[src/sfc_pkg.sv]
// Shared constants and types for the Shannon-Fano code builder.
// Used by sfc_front, sfc_queue, sfc_back and the top level.
package sfc_pkg;

    localparam int NUM_SYMBOLS  = 8;
    localparam int FREQ_BITS    = 24;
    localparam int FREQ_IN_BITS = 24;
    localparam int SYM_BITS     = 3;
    localparam int CODE_BITS    = 7;
    localparam int LEN_BITS     = 3;
    localparam int IDX_BITS     = (NUM_SYMBOLS > 1) ? $clog2(NUM_SYMBOLS) : 1;
    localparam int DEPTH_BITS   = $clog2(NUM_SYMBOLS + 1);
    localparam int SUM_BITS     = FREQ_BITS + IDX_BITS;
    localparam int QUEUE_DEPTH  = 2;
    localparam int QPTR_BITS    = $clog2(QUEUE_DEPTH);
    localparam int QCNT_BITS    = $clog2(QUEUE_DEPTH + 1);

    typedef struct packed {
        logic [FREQ_BITS-1:0] freq;
        logic [IDX_BITS-1:0]  idx;
        logic                 last;
    } load_item_t;

    typedef struct packed {
        logic [IDX_BITS-1:0] lo;
        logic [IDX_BITS-1:0] hi;
    } range_t;

    typedef enum logic [3:0] {
        ST_IDLE,
        ST_INIT,
        ST_POP,
        ST_RD_A,
        ST_RD_B,
        ST_SPLIT,
        ST_ACC,
        ST_PUSH_HI,
        ST_EMIT
    } back_state_t;

endpackage

[src/sfc_front.sv]
// Front end: accepts frequency requests, tags each with its slot and set-end mark.
// Depends on sfc_pkg.
module sfc_front
(
    input  logic                           clk,
    input  logic                           rst_n,
    input  logic                           in_valid,
    output logic                           in_ready,
    input  logic [sfc_pkg::FREQ_IN_BITS-1:0] frequency,
    output logic                           push_valid,
    input  logic                           push_ready,
    output sfc_pkg::load_item_t            push_item
);

    logic [sfc_pkg::IDX_BITS-1:0] idx_reg;
    logic [sfc_pkg::IDX_BITS-1:0] idx_next;
    logic                         is_last;

    assign is_last    = (idx_reg == sfc_pkg::IDX_BITS'(sfc_pkg::NUM_SYMBOLS - 1));
    assign in_ready   = push_ready;
    assign push_valid = in_valid;

    always_comb
    begin
        push_item.freq = sfc_pkg::FREQ_BITS'(frequency);
        push_item.idx  = idx_reg;
        push_item.last = is_last;
    end

    always_comb
    begin
        idx_next = idx_reg;
        if (in_valid && push_ready)
        begin
            idx_next = is_last ? '0 : idx_reg + sfc_pkg::IDX_BITS'(1);
        end
    end

    always_ff @(posedge clk or negedge rst_n)
    begin
        if (!rst_n)
        begin
            idx_reg <= '0;
        end
        else
        begin
            idx_reg <= idx_next;
        end
    end

endmodule

[src/sfc_queue.sv]
// Short FIFO between front and back end, carrying tagged load requests.
// Depends on sfc_pkg.
module sfc_queue
(
    input  logic                clk,
    input  logic                rst_n,
    input  logic                push_valid,
    output logic                push_ready,
    input  sfc_pkg::load_item_t push_item,
    output logic                pop_valid,
    input  logic                pop_ready,
    output sfc_pkg::load_item_t pop_item
);

    sfc_pkg::load_item_t           entries_reg [sfc_pkg::QUEUE_DEPTH];
    logic [sfc_pkg::QPTR_BITS-1:0] wr_ptr_reg;
    logic [sfc_pkg::QPTR_BITS-1:0] wr_ptr_next;
    logic [sfc_pkg::QPTR_BITS-1:0] rd_ptr_reg;
    logic [sfc_pkg::QPTR_BITS-1:0] rd_ptr_next;
    logic [sfc_pkg::QCNT_BITS-1:0] count_reg;
    logic [sfc_pkg::QCNT_BITS-1:0] count_next;
    logic                          do_push;
    logic                          do_pop;

    assign push_ready = (count_reg != sfc_pkg::QCNT_BITS'(sfc_pkg::QUEUE_DEPTH));
    assign pop_valid  = (count_reg != '0);
    assign pop_item   = entries_reg[rd_ptr_reg];
    assign do_push    = push_valid && push_ready;
    assign do_pop     = pop_valid && pop_ready;

    always_comb
    begin
        wr_ptr_next = wr_ptr_reg;
        rd_ptr_next = rd_ptr_reg;
        count_next  = count_reg;
        if (do_push)
        begin
            wr_ptr_next = (wr_ptr_reg == sfc_pkg::QPTR_BITS'(sfc_pkg::QUEUE_DEPTH - 1))
                        ? '0 : wr_ptr_reg + sfc_pkg::QPTR_BITS'(1);
        end
        if (do_pop)
        begin
            rd_ptr_next = (rd_ptr_reg == sfc_pkg::QPTR_BITS'(sfc_pkg::QUEUE_DEPTH - 1))
                        ? '0 : rd_ptr_reg + sfc_pkg::QPTR_BITS'(1);
        end
        if (do_push && !do_pop)
        begin
            count_next = count_reg + sfc_pkg::QCNT_BITS'(1);
        end
        else if (do_pop && !do_push)
        begin
            count_next = count_reg - sfc_pkg::QCNT_BITS'(1);
        end
    end

    always_ff @(posedge clk or negedge rst_n)
    begin
        if (!rst_n)
        begin
            wr_ptr_reg <= '0;
            rd_ptr_reg <= '0;
            count_reg  <= '0;
        end
        else
        begin
            wr_ptr_reg <= wr_ptr_next;
            rd_ptr_reg <= rd_ptr_next;
            count_reg  <= count_next;
        end
    end

    always_ff @(posedge clk)
    begin
        if (do_push)
        begin
            entries_reg[wr_ptr_reg] <= push_item;
        end
    end

endmodule

[src/sfc_back.sv]
// Back end: frequency memory, range-stack split sequencer and result emitter.
// Depends on sfc_pkg.
module sfc_back
(
    input  logic                           clk,
    input  logic                           rst_n,
    input  logic                           q_valid,
    output logic                           q_ready,
    input  sfc_pkg::load_item_t            q_item,
    output logic                           out_valid,
    input  logic                           out_ready,
    output logic [sfc_pkg::SYM_BITS-1:0]   symbol_index,
    output logic [sfc_pkg::CODE_BITS-1:0]  code_bits,
    output logic [sfc_pkg::LEN_BITS-1:0]   code_length,
    output logic                           last_code
);

    localparam int N  = sfc_pkg::NUM_SYMBOLS;
    localparam int IW = sfc_pkg::IDX_BITS;
    localparam int DW = sfc_pkg::DEPTH_BITS;
    localparam int SW = sfc_pkg::SUM_BITS;
    localparam int CW = sfc_pkg::CODE_BITS;
    localparam int LW = sfc_pkg::LEN_BITS;

    sfc_pkg::back_state_t state_reg;
    sfc_pkg::back_state_t state_next;

    logic [sfc_pkg::FREQ_BITS-1:0] freq_mem [N];
    logic [sfc_pkg::FREQ_BITS-1:0] mem_rdata_reg;
    logic                          mem_we;
    logic [IW-1:0]                 mem_raddr;

    sfc_pkg::range_t stack_reg [N];
    sfc_pkg::range_t stack_next [N];
    logic [CW-1:0]   code_reg [N];
    logic [CW-1:0]   code_next [N];
    logic [LW-1:0]   len_reg [N];
    logic [LW-1:0]   len_next [N];

    logic [DW-1:0] depth_reg;
    logic [DW-1:0] depth_next;
    logic [IW-1:0] lo_reg;
    logic [IW-1:0] lo_next;
    logic [IW-1:0] hi_reg;
    logic [IW-1:0] hi_next;
    logic [IW-1:0] a_reg;
    logic [IW-1:0] a_next;
    logic [IW-1:0] b_reg;
    logic [IW-1:0] b_next;
    logic [SW-1:0] asum_reg;
    logic [SW-1:0] asum_next;
    logic [SW-1:0] bsum_reg;
    logic [SW-1:0] bsum_next;
    logic          side_reg;
    logic          side_next;
    logic [IW-1:0] emit_idx_reg;
    logic [IW-1:0] emit_idx_next;

    logic                out_valid_reg;
    logic                out_valid_next;
    logic [sfc_pkg::SYM_BITS-1:0] sym_reg;
    logic [sfc_pkg::SYM_BITS-1:0] sym_next;
    logic [CW-1:0]       out_code_reg;
    logic [CW-1:0]       out_code_next;
    logic [LW-1:0]       out_len_reg;
    logic [LW-1:0]       out_len_next;
    logic                out_last_reg;
    logic                out_last_next;

    sfc_pkg::range_t top_ent;
    logic [DW-1:0]   depth_m1;
    logic            stack_empty;
    logic            stack_room;
    logic            range_ok;
    logic            step_more;
    logic            grow_upper;
    logic            out_load;
    logic            emit_last;

    assign depth_m1    = depth_reg - DW'(1);
    assign top_ent     = stack_reg[depth_m1[IW-1:0]];
    assign stack_empty = (depth_reg == '0);
    assign stack_room  = (depth_reg < DW'(N));
    assign range_ok    = ({1'b0, top_ent.hi} < (IW+1)'(N)) && (top_ent.lo < top_ent.hi);
    assign step_more   = (({1'b0, a_reg} + (IW+1)'(1)) < {1'b0, b_reg});
    assign grow_upper  = (asum_reg >= bsum_reg);
    assign out_load    = !out_valid_reg || out_ready;
    assign emit_last   = (emit_idx_reg == IW'(N - 1));

    assign out_valid    = out_valid_reg;
    assign symbol_index = sym_reg;
    assign code_bits    = out_code_reg;
    assign code_length  = out_len_reg;
    assign last_code    = out_last_reg;

    always_comb
    begin
        state_next = state_reg;
        unique case (state_reg)
            sfc_pkg::ST_IDLE:
            begin
                if (q_valid && q_item.last)
                begin
                    state_next = sfc_pkg::ST_INIT;
                end
            end
            sfc_pkg::ST_INIT:
            begin
                state_next = sfc_pkg::ST_POP;
            end
            sfc_pkg::ST_POP:
            begin
                if (stack_empty)
                begin
                    state_next = sfc_pkg::ST_EMIT;
                end
                else if (range_ok)
                begin
                    state_next = sfc_pkg::ST_RD_A;
                end
            end
            sfc_pkg::ST_RD_A:
            begin
                state_next = sfc_pkg::ST_RD_B;
            end
            sfc_pkg::ST_RD_B:
            begin
                state_next = sfc_pkg::ST_SPLIT;
            end
            sfc_pkg::ST_SPLIT:
            begin
                state_next = step_more ? sfc_pkg::ST_ACC : sfc_pkg::ST_PUSH_HI;
            end
            sfc_pkg::ST_ACC:
            begin
                state_next = sfc_pkg::ST_SPLIT;
            end
            sfc_pkg::ST_PUSH_HI:
            begin
                state_next = sfc_pkg::ST_POP;
            end
            sfc_pkg::ST_EMIT:
            begin
                if (out_load && emit_last)
                begin
                    state_next = sfc_pkg::ST_IDLE;
                end
            end
            default:
            begin
                state_next = sfc_pkg::ST_IDLE;
            end
        endcase
    end

    always_comb
    begin
        q_ready        = 1'b0;
        mem_we         = 1'b0;
        mem_raddr      = a_reg;
        stack_next     = stack_reg;
        code_next      = code_reg;
        len_next       = len_reg;
        depth_next     = depth_reg;
        lo_next        = lo_reg;
        hi_next        = hi_reg;
        a_next         = a_reg;
        b_next         = b_reg;
        asum_next      = asum_reg;
        bsum_next      = bsum_reg;
        side_next      = side_reg;
        emit_idx_next  = emit_idx_reg;
        out_valid_next = out_valid_reg && !out_ready;
        sym_next       = sym_reg;
        out_code_next  = out_code_reg;
        out_len_next   = out_len_reg;
        out_last_next  = out_last_reg;

        unique case (state_reg)
            sfc_pkg::ST_IDLE:
            begin
                q_ready = 1'b1;
                mem_we  = q_valid;
            end
            sfc_pkg::ST_INIT:
            begin
                for (int k = 0; k < N; k++)
                begin
                    code_next[k] = '0;
                    len_next[k]  = '0;
                end
                stack_next[0].lo = '0;
                stack_next[0].hi = IW'(N - 1);
                depth_next       = DW'(1);
                emit_idx_next    = '0;
            end
            sfc_pkg::ST_POP:
            begin
                if (!stack_empty)
                begin
                    depth_next = depth_m1;
                    lo_next    = top_ent.lo;
                    hi_next    = top_ent.hi;
                    a_next     = top_ent.lo;
                    b_next     = top_ent.hi;
                    mem_raddr  = top_ent.lo;
                end
            end
            sfc_pkg::ST_RD_A:
            begin
                asum_next = SW'(mem_rdata_reg);
                mem_raddr = b_reg;
            end
            sfc_pkg::ST_RD_B:
            begin
                bsum_next = SW'(mem_rdata_reg);
            end
            sfc_pkg::ST_SPLIT:
            begin
                if (step_more)
                begin
                    if (grow_upper)
                    begin
                        b_next    = b_reg - IW'(1);
                        mem_raddr = b_reg - IW'(1);
                        side_next = 1'b1;
                    end
                    else
                    begin
                        a_next    = a_reg + IW'(1);
                        mem_raddr = a_reg + IW'(1);
                        side_next = 1'b0;
                    end
                end
                else
                begin
                    for (int k = 0; k < N; k++)
                    begin
                        if ((IW'(k) >= lo_reg) && (IW'(k) <= a_reg))
                        begin
                            code_next[k] = {code_reg[k][CW-2:0], 1'b0};
                            len_next[k]  = len_reg[k] + LW'(1);
                        end
                        else if ((IW'(k) >= b_reg) && (IW'(k) <= hi_reg))
                        begin
                            code_next[k] = {code_reg[k][CW-2:0], 1'b1};
                            len_next[k]  = len_reg[k] + LW'(1);
                        end
                    end
                    if ((a_reg > lo_reg) && stack_room)
                    begin
                        stack_next[depth_reg[IW-1:0]].lo = lo_reg;
                        stack_next[depth_reg[IW-1:0]].hi = a_reg;
                        depth_next = depth_reg + DW'(1);
                    end
                end
            end
            sfc_pkg::ST_ACC:
            begin
                if (side_reg)
                begin
                    bsum_next = bsum_reg + SW'(mem_rdata_reg);
                end
                else
                begin
                    asum_next = asum_reg + SW'(mem_rdata_reg);
                end
            end
            sfc_pkg::ST_PUSH_HI:
            begin
                if ((hi_reg > b_reg) && stack_room)
                begin
                    stack_next[depth_reg[IW-1:0]].lo = b_reg;
                    stack_next[depth_reg[IW-1:0]].hi = hi_reg;
                    depth_next = depth_reg + DW'(1);
                end
            end
            sfc_pkg::ST_EMIT:
            begin
                if (out_load)
                begin
                    out_valid_next = 1'b1;
                    sym_next       = sfc_pkg::SYM_BITS'(emit_idx_reg);
                    out_code_next  = code_reg[emit_idx_reg];
                    out_len_next   = len_reg[emit_idx_reg];
                    out_last_next  = emit_last;
                    emit_idx_next  = emit_last ? '0 : emit_idx_reg + IW'(1);
                end
            end
            default:
            begin
                q_ready = 1'b0;
            end
        endcase
    end

    always_ff @(posedge clk or negedge rst_n)
    begin
        if (!rst_n)
        begin
            state_reg     <= sfc_pkg::ST_IDLE;
            depth_reg     <= '0;
            out_valid_reg <= 1'b0;
            emit_idx_reg  <= '0;
        end
        else
        begin
            state_reg     <= state_next;
            depth_reg     <= depth_next;
            out_valid_reg <= out_valid_next;
            emit_idx_reg  <= emit_idx_next;
        end
    end

    always_ff @(posedge clk)
    begin
        stack_reg    <= stack_next;
        code_reg     <= code_next;
        len_reg      <= len_next;
        lo_reg       <= lo_next;
        hi_reg       <= hi_next;
        a_reg        <= a_next;
        b_reg        <= b_next;
        asum_reg     <= asum_next;
        bsum_reg     <= bsum_next;
        side_reg     <= side_next;
        sym_reg      <= sym_next;
        out_code_reg <= out_code_next;
        out_len_reg  <= out_len_next;
        out_last_reg <= out_last_next;
    end

    always_ff @(posedge clk)
    begin
        if (mem_we)
        begin
            freq_mem[q_item.idx] <= q_item.freq;
        end
        mem_rdata_reg <= freq_mem[mem_raddr];
    end

endmodule

[src/shannon_fano_code_builder.sv]
// Top level of the Shannon-Fano code builder: front end, request queue, back end.
// Depends on sfc_pkg, sfc_front, sfc_queue and sfc_back.
//
// Input channel (in_valid/in_ready/frequency): one request per symbol, eight
// per set, in descending frequency order. A request is parked in a two-entry
// queue; while idle, the back end stores one frequency per cycle.
// After the eighth request the back end builds the code on one frequency
// memory read port: each split pops a range, reads its two end frequencies,
// grows the lighter side (the upper side on a tie) one entry at a time until
// the sides meet, then pushes each half of more than one entry. Requests of
// the next set queue up meanwhile; in_ready drops once the queue is full.
// Output channel (out_valid/out_ready): eight results, symbol 0 first, one per
// cycle while the receiver is ready, from an output register; last_code marks
// symbol 7. A stalled receiver holds the result and the back end waits; the
// final result of a set may wait while the next set loads.
// Reset clears the load position, the queue, the range stack and the output
// valid; frequencies left from an earlier set are not used.
module shannon_fano_code_builder
(
    input  logic                             clk,
    input  logic                             rst_n,
    input  logic                             in_valid,
    output logic                             in_ready,
    input  logic [sfc_pkg::FREQ_IN_BITS-1:0] frequency,
    output logic                             out_valid,
    input  logic                             out_ready,
    output logic [sfc_pkg::SYM_BITS-1:0]     symbol_index,
    output logic [sfc_pkg::CODE_BITS-1:0]    code_bits,
    output logic [sfc_pkg::LEN_BITS-1:0]     code_length,
    output logic                             last_code
);

    logic                push_valid;
    logic                push_ready;
    sfc_pkg::load_item_t push_item;
    logic                pop_valid;
    logic                pop_ready;
    sfc_pkg::load_item_t pop_item;

    sfc_front u_front
    (
        .clk        (clk),
        .rst_n      (rst_n),
        .in_valid   (in_valid),
        .in_ready   (in_ready),
        .frequency  (frequency),
        .push_valid (push_valid),
        .push_ready (push_ready),
        .push_item  (push_item)
    );

    sfc_queue u_queue
    (
        .clk        (clk),
        .rst_n      (rst_n),
        .push_valid (push_valid),
        .push_ready (push_ready),
        .push_item  (push_item),
        .pop_valid  (pop_valid),
        .pop_ready  (pop_ready),
        .pop_item   (pop_item)
    );

    sfc_back u_back
    (
        .clk          (clk),
        .rst_n        (rst_n),
        .q_valid      (pop_valid),
        .q_ready      (pop_ready),
        .q_item       (pop_item),
        .out_valid    (out_valid),
        .out_ready    (out_ready),
        .symbol_index (symbol_index),
        .code_bits    (code_bits),
        .code_length  (code_length),
        .last_code    (last_code)
    );

    a_last_matches_index: assert property (@(posedge clk) disable iff (!rst_n)
        out_valid |->
        (last_code == (symbol_index == sfc_pkg::SYM_BITS'(sfc_pkg::NUM_SYMBOLS - 1))))
        else $error("last_code does not match final symbol");

    a_gap_after_set: assert property (@(posedge clk) disable iff (!rst_n)
        (out_valid && out_ready && last_code) |=> !out_valid)
        else $error("result presented right after end of set");

    a_symbols_in_order: assert property (@(posedge clk) disable iff (!rst_n)
        (out_valid && out_ready && !last_code) |=>
        (out_valid &&
         (symbol_index == sfc_pkg::SYM_BITS'($past(symbol_index) + sfc_pkg::SYM_BITS'(1)))))
        else $error("results out of symbol order");

endmodule
[config.mk]
export PLATFORM = sky130hd
export DESIGN_NAME = shannon_fano_code_builder
export DESIGN_NICKNAME = d
export VERILOG_FILES = /design/src/sfc_pkg.sv /design/src/sfc_front.sv /design/src/sfc_queue.sv /design/src/sfc_back.sv /design/src/shannon_fano_code_builder.sv
export SDC_FILE = /design/constraint.sdc
export NUM_CORES = 1
export LEC_CHECK = 0
export BUFFER_PORTS_ARGS = -buffer_cell sky130_fd_sc_hd__clkbuf_2
export CAP_MARGIN = 20
export CORE_MARGIN = 2
export CORE_UTILIZATION = 40
export CTS_CLUSTER_SIZE = 12
export DETAILED_ROUTE_END_ITERATION = 12
export PLACE_DENSITY_LB_ADDON = 0.2
export SYNTH_ARGS = -nofsm -noshare
export SYNTH_HDL_FRONTEND = slang
export SYNTH_SLANG_ARGS = --single-unit
[constraint.sdc]
create_clock -name clk -period 3.8 [get_ports clk]
set_input_delay 0.38 -clock clk [delete_from_list [all_inputs] [get_ports clk]]
set_output_delay 0.38 -clock clk [all_outputs]
set_load 0.02 [all_outputs]
After elaboration in Yosys (flattened, before gate mapping)
Memory sizes are Yosys's and may differ from the RTL's. A register that Yosys moved wholly into a read port is not among the register bits. Index checks and enable logic that the tools add are counted.

Register bits after elaboration: 228. Bits in writable memories: 248. Input port bits: 28. Output and inout port bits: 16. Word-level logic and storage cells: 318. Memories kept: 2.

Memory list: u_back.freq_mem (words 8, width 24, read ports 1, clocked after Yosys merged registers in 1, write ports 1, RTL line sfc_back.sv:28) `logic [sfc_pkg::FREQ_BITS-1:0] freq_mem [N];`; u_queue.entries_reg (words 2, width 28, read ports 1, clocked after Yosys merged registers in 0, write ports 1, RTL line sfc_queue.sv:15) `sfc_pkg::load_item_t entries_reg [sfc_pkg::QUEUE_DEPTH];`.

Add/subtract/negate cells: 21. Magnitude comparators: 42. Equality and inequality tests: 32. Muxes and demuxes: 101. Bitwise operators: 4. Reductions and logical operators: 65.

Operators by type and width (number): bitwise mux 48 bit (4); two-way mux 48 bit (3); two-way mux 7 bit (18); case mux 56 bit (2 select lines) (1); case mux 27 bit (2 select lines) (2); two-way mux 3 bit (30); case mux 42 bit (2 select lines) (1); two-way mux 56 bit (1); adder 27 x 24 -> 27 bit (2); two-way mux 27 bit (2); case mux 24 bit (2 select lines) (1); demux 6 bit (select 3 bit) (2); adder 3 x 1 -> 3 bit, second input constant (11); two-way mux 4 bit (8); AND reduction 3 bit (10); case mux 4 bit (7 select lines) (1); >= comparator 27 bit (1); inequality test 3 x 1 -> 1 bit, second input constant (9); logical AND 1 bit (26); >= comparator 3 bit, first input constant (8); less-or-equal comparator 3 bit, first input constant (8); two-way mux 24 bit (1); binary-select mux 7 bit (select 3 bit) (1); binary-select mux 6 bit (select 3 bit) (1); 44 further kinds (113).

Longest topological paths before layout
Word-level depth: 10. Depth in mapped cells: 17. Mapped depth without buffers: 13.

Cells and area by module
A second synthesis with hierarchy kept.

Cells, all modules: 2233. Area, all modules: 26579.2 um^2.

Modules (own cells, without submodules): sfc_back (times used 1, cells each 2091, area an instance 23959.2 um^2, seq. area each 12822.3 um^2); sfc_queue (times used 1, cells each 105, area an instance 2262.2 um^2, seq. area each 1781.7 um^2); sfc_front (times used 1, cells each 37, area an instance 357.8 um^2, seq. area each 75.1 um^2).

Worst setup path before layout
OpenSTA, ideal clock, no wires.

Kind: reg2reg. Start: reg u_back.depth_reg[0]. End: reg u_back.mem_rdata_reg[10] (netlist bit), read port of u_back.freq_mem. Library setup time: 0.121 ns. Data arrival time: 3.613 ns. Data required time: 3.679 ns. Setup slack: 0.067 ns. Stages on the path, launching flop included: 14. Path buffers: 4. Clock period less this slack: 3.733 ns. Path through: dfrtp_1 -> buf_6 -> buf_1 -> inv_1 -> ha_1 -> clkbuf_1 -> mux4_2 -> mux2_2 -> nand2_1 -> nand2_1 -> o32a_1 -> a21oi_2 -> buf_2 -> mux2_2.

RTL lines: start, declared (RTL line sfc_back.sv:40) `logic [DW-1:0] depth_reg;`; start signal, assigned (RTL line sfc_back.sv:309) `depth_reg <= depth_next;`; end, declared (RTL line sfc_back.sv:29) `logic [sfc_pkg::FREQ_BITS-1:0] mem_rdata_reg;`.

Worst setup path after layout
Start: reg u_back.asum_reg[1]. End: reg u_back.mem_rdata_reg[2] (netlist bit), read port of u_back.freq_mem.

Cells in the longest elaborated chain, start to end: 4.

Ends and longest elaborated chain: start, declared (RTL line sfc_back.sv:50) `logic [SW-1:0] asum_reg;`; start signal, assigned (RTL line sfc_back.sv:324) `asum_reg <= asum_next;`; >= comparator 27 bit (RTL line sfc_back.sv:86) `assign grow_upper = (asum_reg >= bsum_reg);`; two-way mux 3 bit (RTL line sfc_back.sv:222) `if (grow_upper)`; two-way mux 3 bit (RTL line sfc_back.sv:220) `if (step_more)`; case mux 3 bit (3 select lines) (RTL line sfc_back.sv:179) `unique case (state_reg)`.

No other way between the ends. A chain may end at the register's enable or synchronous reset.

==> metrics <==
run status complete, no violations; max FFs per register 192; GPL Wtd Cong 0.832; Achievable Freq 286 MHz; global-route wire length before repair 82.2 mm; Starting Density 40.5%; drt total wl 51.7 mm; yosys warns 0; Fill cells 5,156; worst skew pair latency 640 ps; initial DRC count 1,051; Seq/Total Area, Yosys 61.2%; pre-CTS setup slack 272 ps; Final WS setup 303 ps; root buf cell clkbuf_16; row count 89; Synth area leaders edfxtp_1 (57%), mux2i_1 (6.4%), ha_1 (5.6%), mux4_2 (3.0%), mux2_2 (3.0%); most common cell in the netlist edfxtp_1; Synth top area share 57.2%; Reg clk slew, reported paths 60 ps; Setup crit end kind register; area taken by multi-input logic gates 8680 µm²; remaining global-route overflow 0; pwr dens 972 nW/µm²; global-route usage over all layers 16.7%; Netlist Area Pre-Place 24,000 µm²; final hold violation count 0; Diodes inserted 0; Vias per Instance 5.30; WL/cell 19.4 µm; Yosys cell types 76; max-cap viol count 0; Startpoint Class register; FF+latch area 14,700 µm²; Die W 249 µm; leak pwr 0.0104 µW; Final period util 92.0%; Pins Over Slew Limit 0; Yosys top cell by area edfxtp_1; #FFs+latches synth 500; Slew HR 39.0%; die height 249 µm; Synth Instances 1,749; Post-synth EDFFs 457; post-DP HPWL 33.6 mm; setup TNS 0 ps; core area 59,100 µm²; Routed Antenna Nets 0; detailed-route via count 14,127; CTS tree yes; FFs w/ async S/R, synth 3.80%; syn_area_per_cell 13.7 µm²; die area 61,900 µm²; CTS Buf Count 54; CTS sink count 500; CP Data Arrival Time 4020 ps; top cells by count, synth edfxtp_1 (457), mux2i_1 (154), nor2_1 (126); residual DRC count 0; NumNets Final 1,985; drt pass-1 iters 7; initial antenna violation count 0; post_cts resized 0; Hold WC Path Type in2reg; vias in the first global route 14,506; Crit Path Class reg2reg; H-tree depth 2; Worst Skew 38.4 ps; largest net degree at the start of global routing 59; final setup fails 0; worst slew pin tran 912 ps; area grow syn2layout 13.9%; Critical Path RT 4320 ps; clock buffer depth 3; share of cells above drive strength 1 15.4%; CP max FO 53; port buffer count 43; min Tclk post-route 3500 ps; syn_nets 1,886; Ports 44; RSZ-0062 raised after global routing false; Max VDD drop 0.000652 V; Synth Flop Type edfxtp_1
[final timing paths]
| check | start | to | slack, ps | cells past startpoint |
|---|---|---|---|---|
| hold / removal | out_ready | u_back.out_valid | 180 | 3 |
| min in group asynchronous | rst_n | u_back.depth_reg[0] | 280 | 2 |
| setup / recovery | u_back.asum_reg[1] | u_back.mem_rdata_reg[2] | 300 | 12 |
| max in group asynchronous | rst_n | u_back.emit_idx_reg[2] | 3140 | 2 |
| hold reg to reg | u_queue.count_reg[1] | u_queue.count_reg[1] | 500 | 1 |
| setup reg to reg | u_back.asum_reg[1] | u_back.mem_rdata_reg[2] | 300 | 12 |
[metal layers]
layer  up-vias  routed length, µm  part of all wire (%)  track usage, %
li1       6836                  -                     -               -
met1      7006              24700                    48            23.3
met2       213              24100                    47            27.3
met3        72               1850                   3.6            2.70
met4         0                963                   1.9            4.24
met5         -                  0                     0               0
[metrics by stage]
stage	instance area (µm²)	power [µW]	utilization [%]	hold WS, ps	cells
2_1_floorplan	24000	18100	-	84.4	1749
3_3_place_gp	25300	21100	42.7	406	2540
3_5_place_dp	25300	21300	42.7	402	2540
4_1_cts	27300	26800	46.2	147	2665
5_1_grt	27300	28400	46.2	157	2665
6_report	27300	26500	46.2	177	2665
[layout by cell type, fill, tap and decap left out, drive strengths merged, types with 25 or more instances in the layout]
master / Yosys / final
inv: 61 / 61
mux4: 32 / 32
a21oi: 84 / 84
mux2i: 154 / 154
edfxtp: 457 / 457
dlygate4sd3: 0 / 25
buf: 25 / 56
xor2: 30 / 30
nor2: 127 / 127
and3: 64 / 64
xnor2: 27 / 27
o21ai: 88 / 88
ha: 107 / 107
clkbuf: 55 / 118
mux2: 64 / 64
nand2: 89 / 89
a21o: 27 / 27
[area by class of cell]
class                           count  area share (%)
Sequential cell                   500            53.8
Multi-Input combinational cell   1105            31.8
Clock buffer                       75            5.31
Tap cell                          773            3.54
Timing Repair Buffer              124            3.47
Clock inverter                     25            1.29
Inverter                           63           0.866
[timing repair]
action	4_1_cts	5_1_grt
setup buffers	0	0
hold endpoints to repair	67	0
hold buffers	25	0
[report_power, final]
| part | internal (µW) | total (µW) | switching, µW |
|---|---|---|---|
| sequential | 8130 | 9020 | 885 |
| combinational | 5260 | 12200 | 6960 |
| clock | 3100 | 5310 | 2220 |
| total | 16500 | 26500 | 10100 |
[worst max-delay path: stages (launching register included)]
cell	delay (ps)
edfxtp_1	440
ha_1	300
nand2_1	40
o21ai_0	270
a31oi_1	250
o21a_1	310
o21a_1	260
o211ai_1	310
buf_12	210
buf_12	320
mux2i_1	230
mux2i_1	100
mux2_2	280
[logic make-up (layout without fill, tap and decap cells)]
group,Yosys count,after routing,share of synthesized area [%]
AND/OR/NAND/NOR,380,380,7.62
multiplexers,250,250,12.5
buffers and inverters,144,287,2.79
AO/OA/AOI/OAI,309,309,8.06
flip-flops,500,500,61.2
XOR/XNOR,57,57,2.08
adder cells (fa/ha/maj),109,109,5.75
Note: power is estimated with default switching activity, not from simulation.
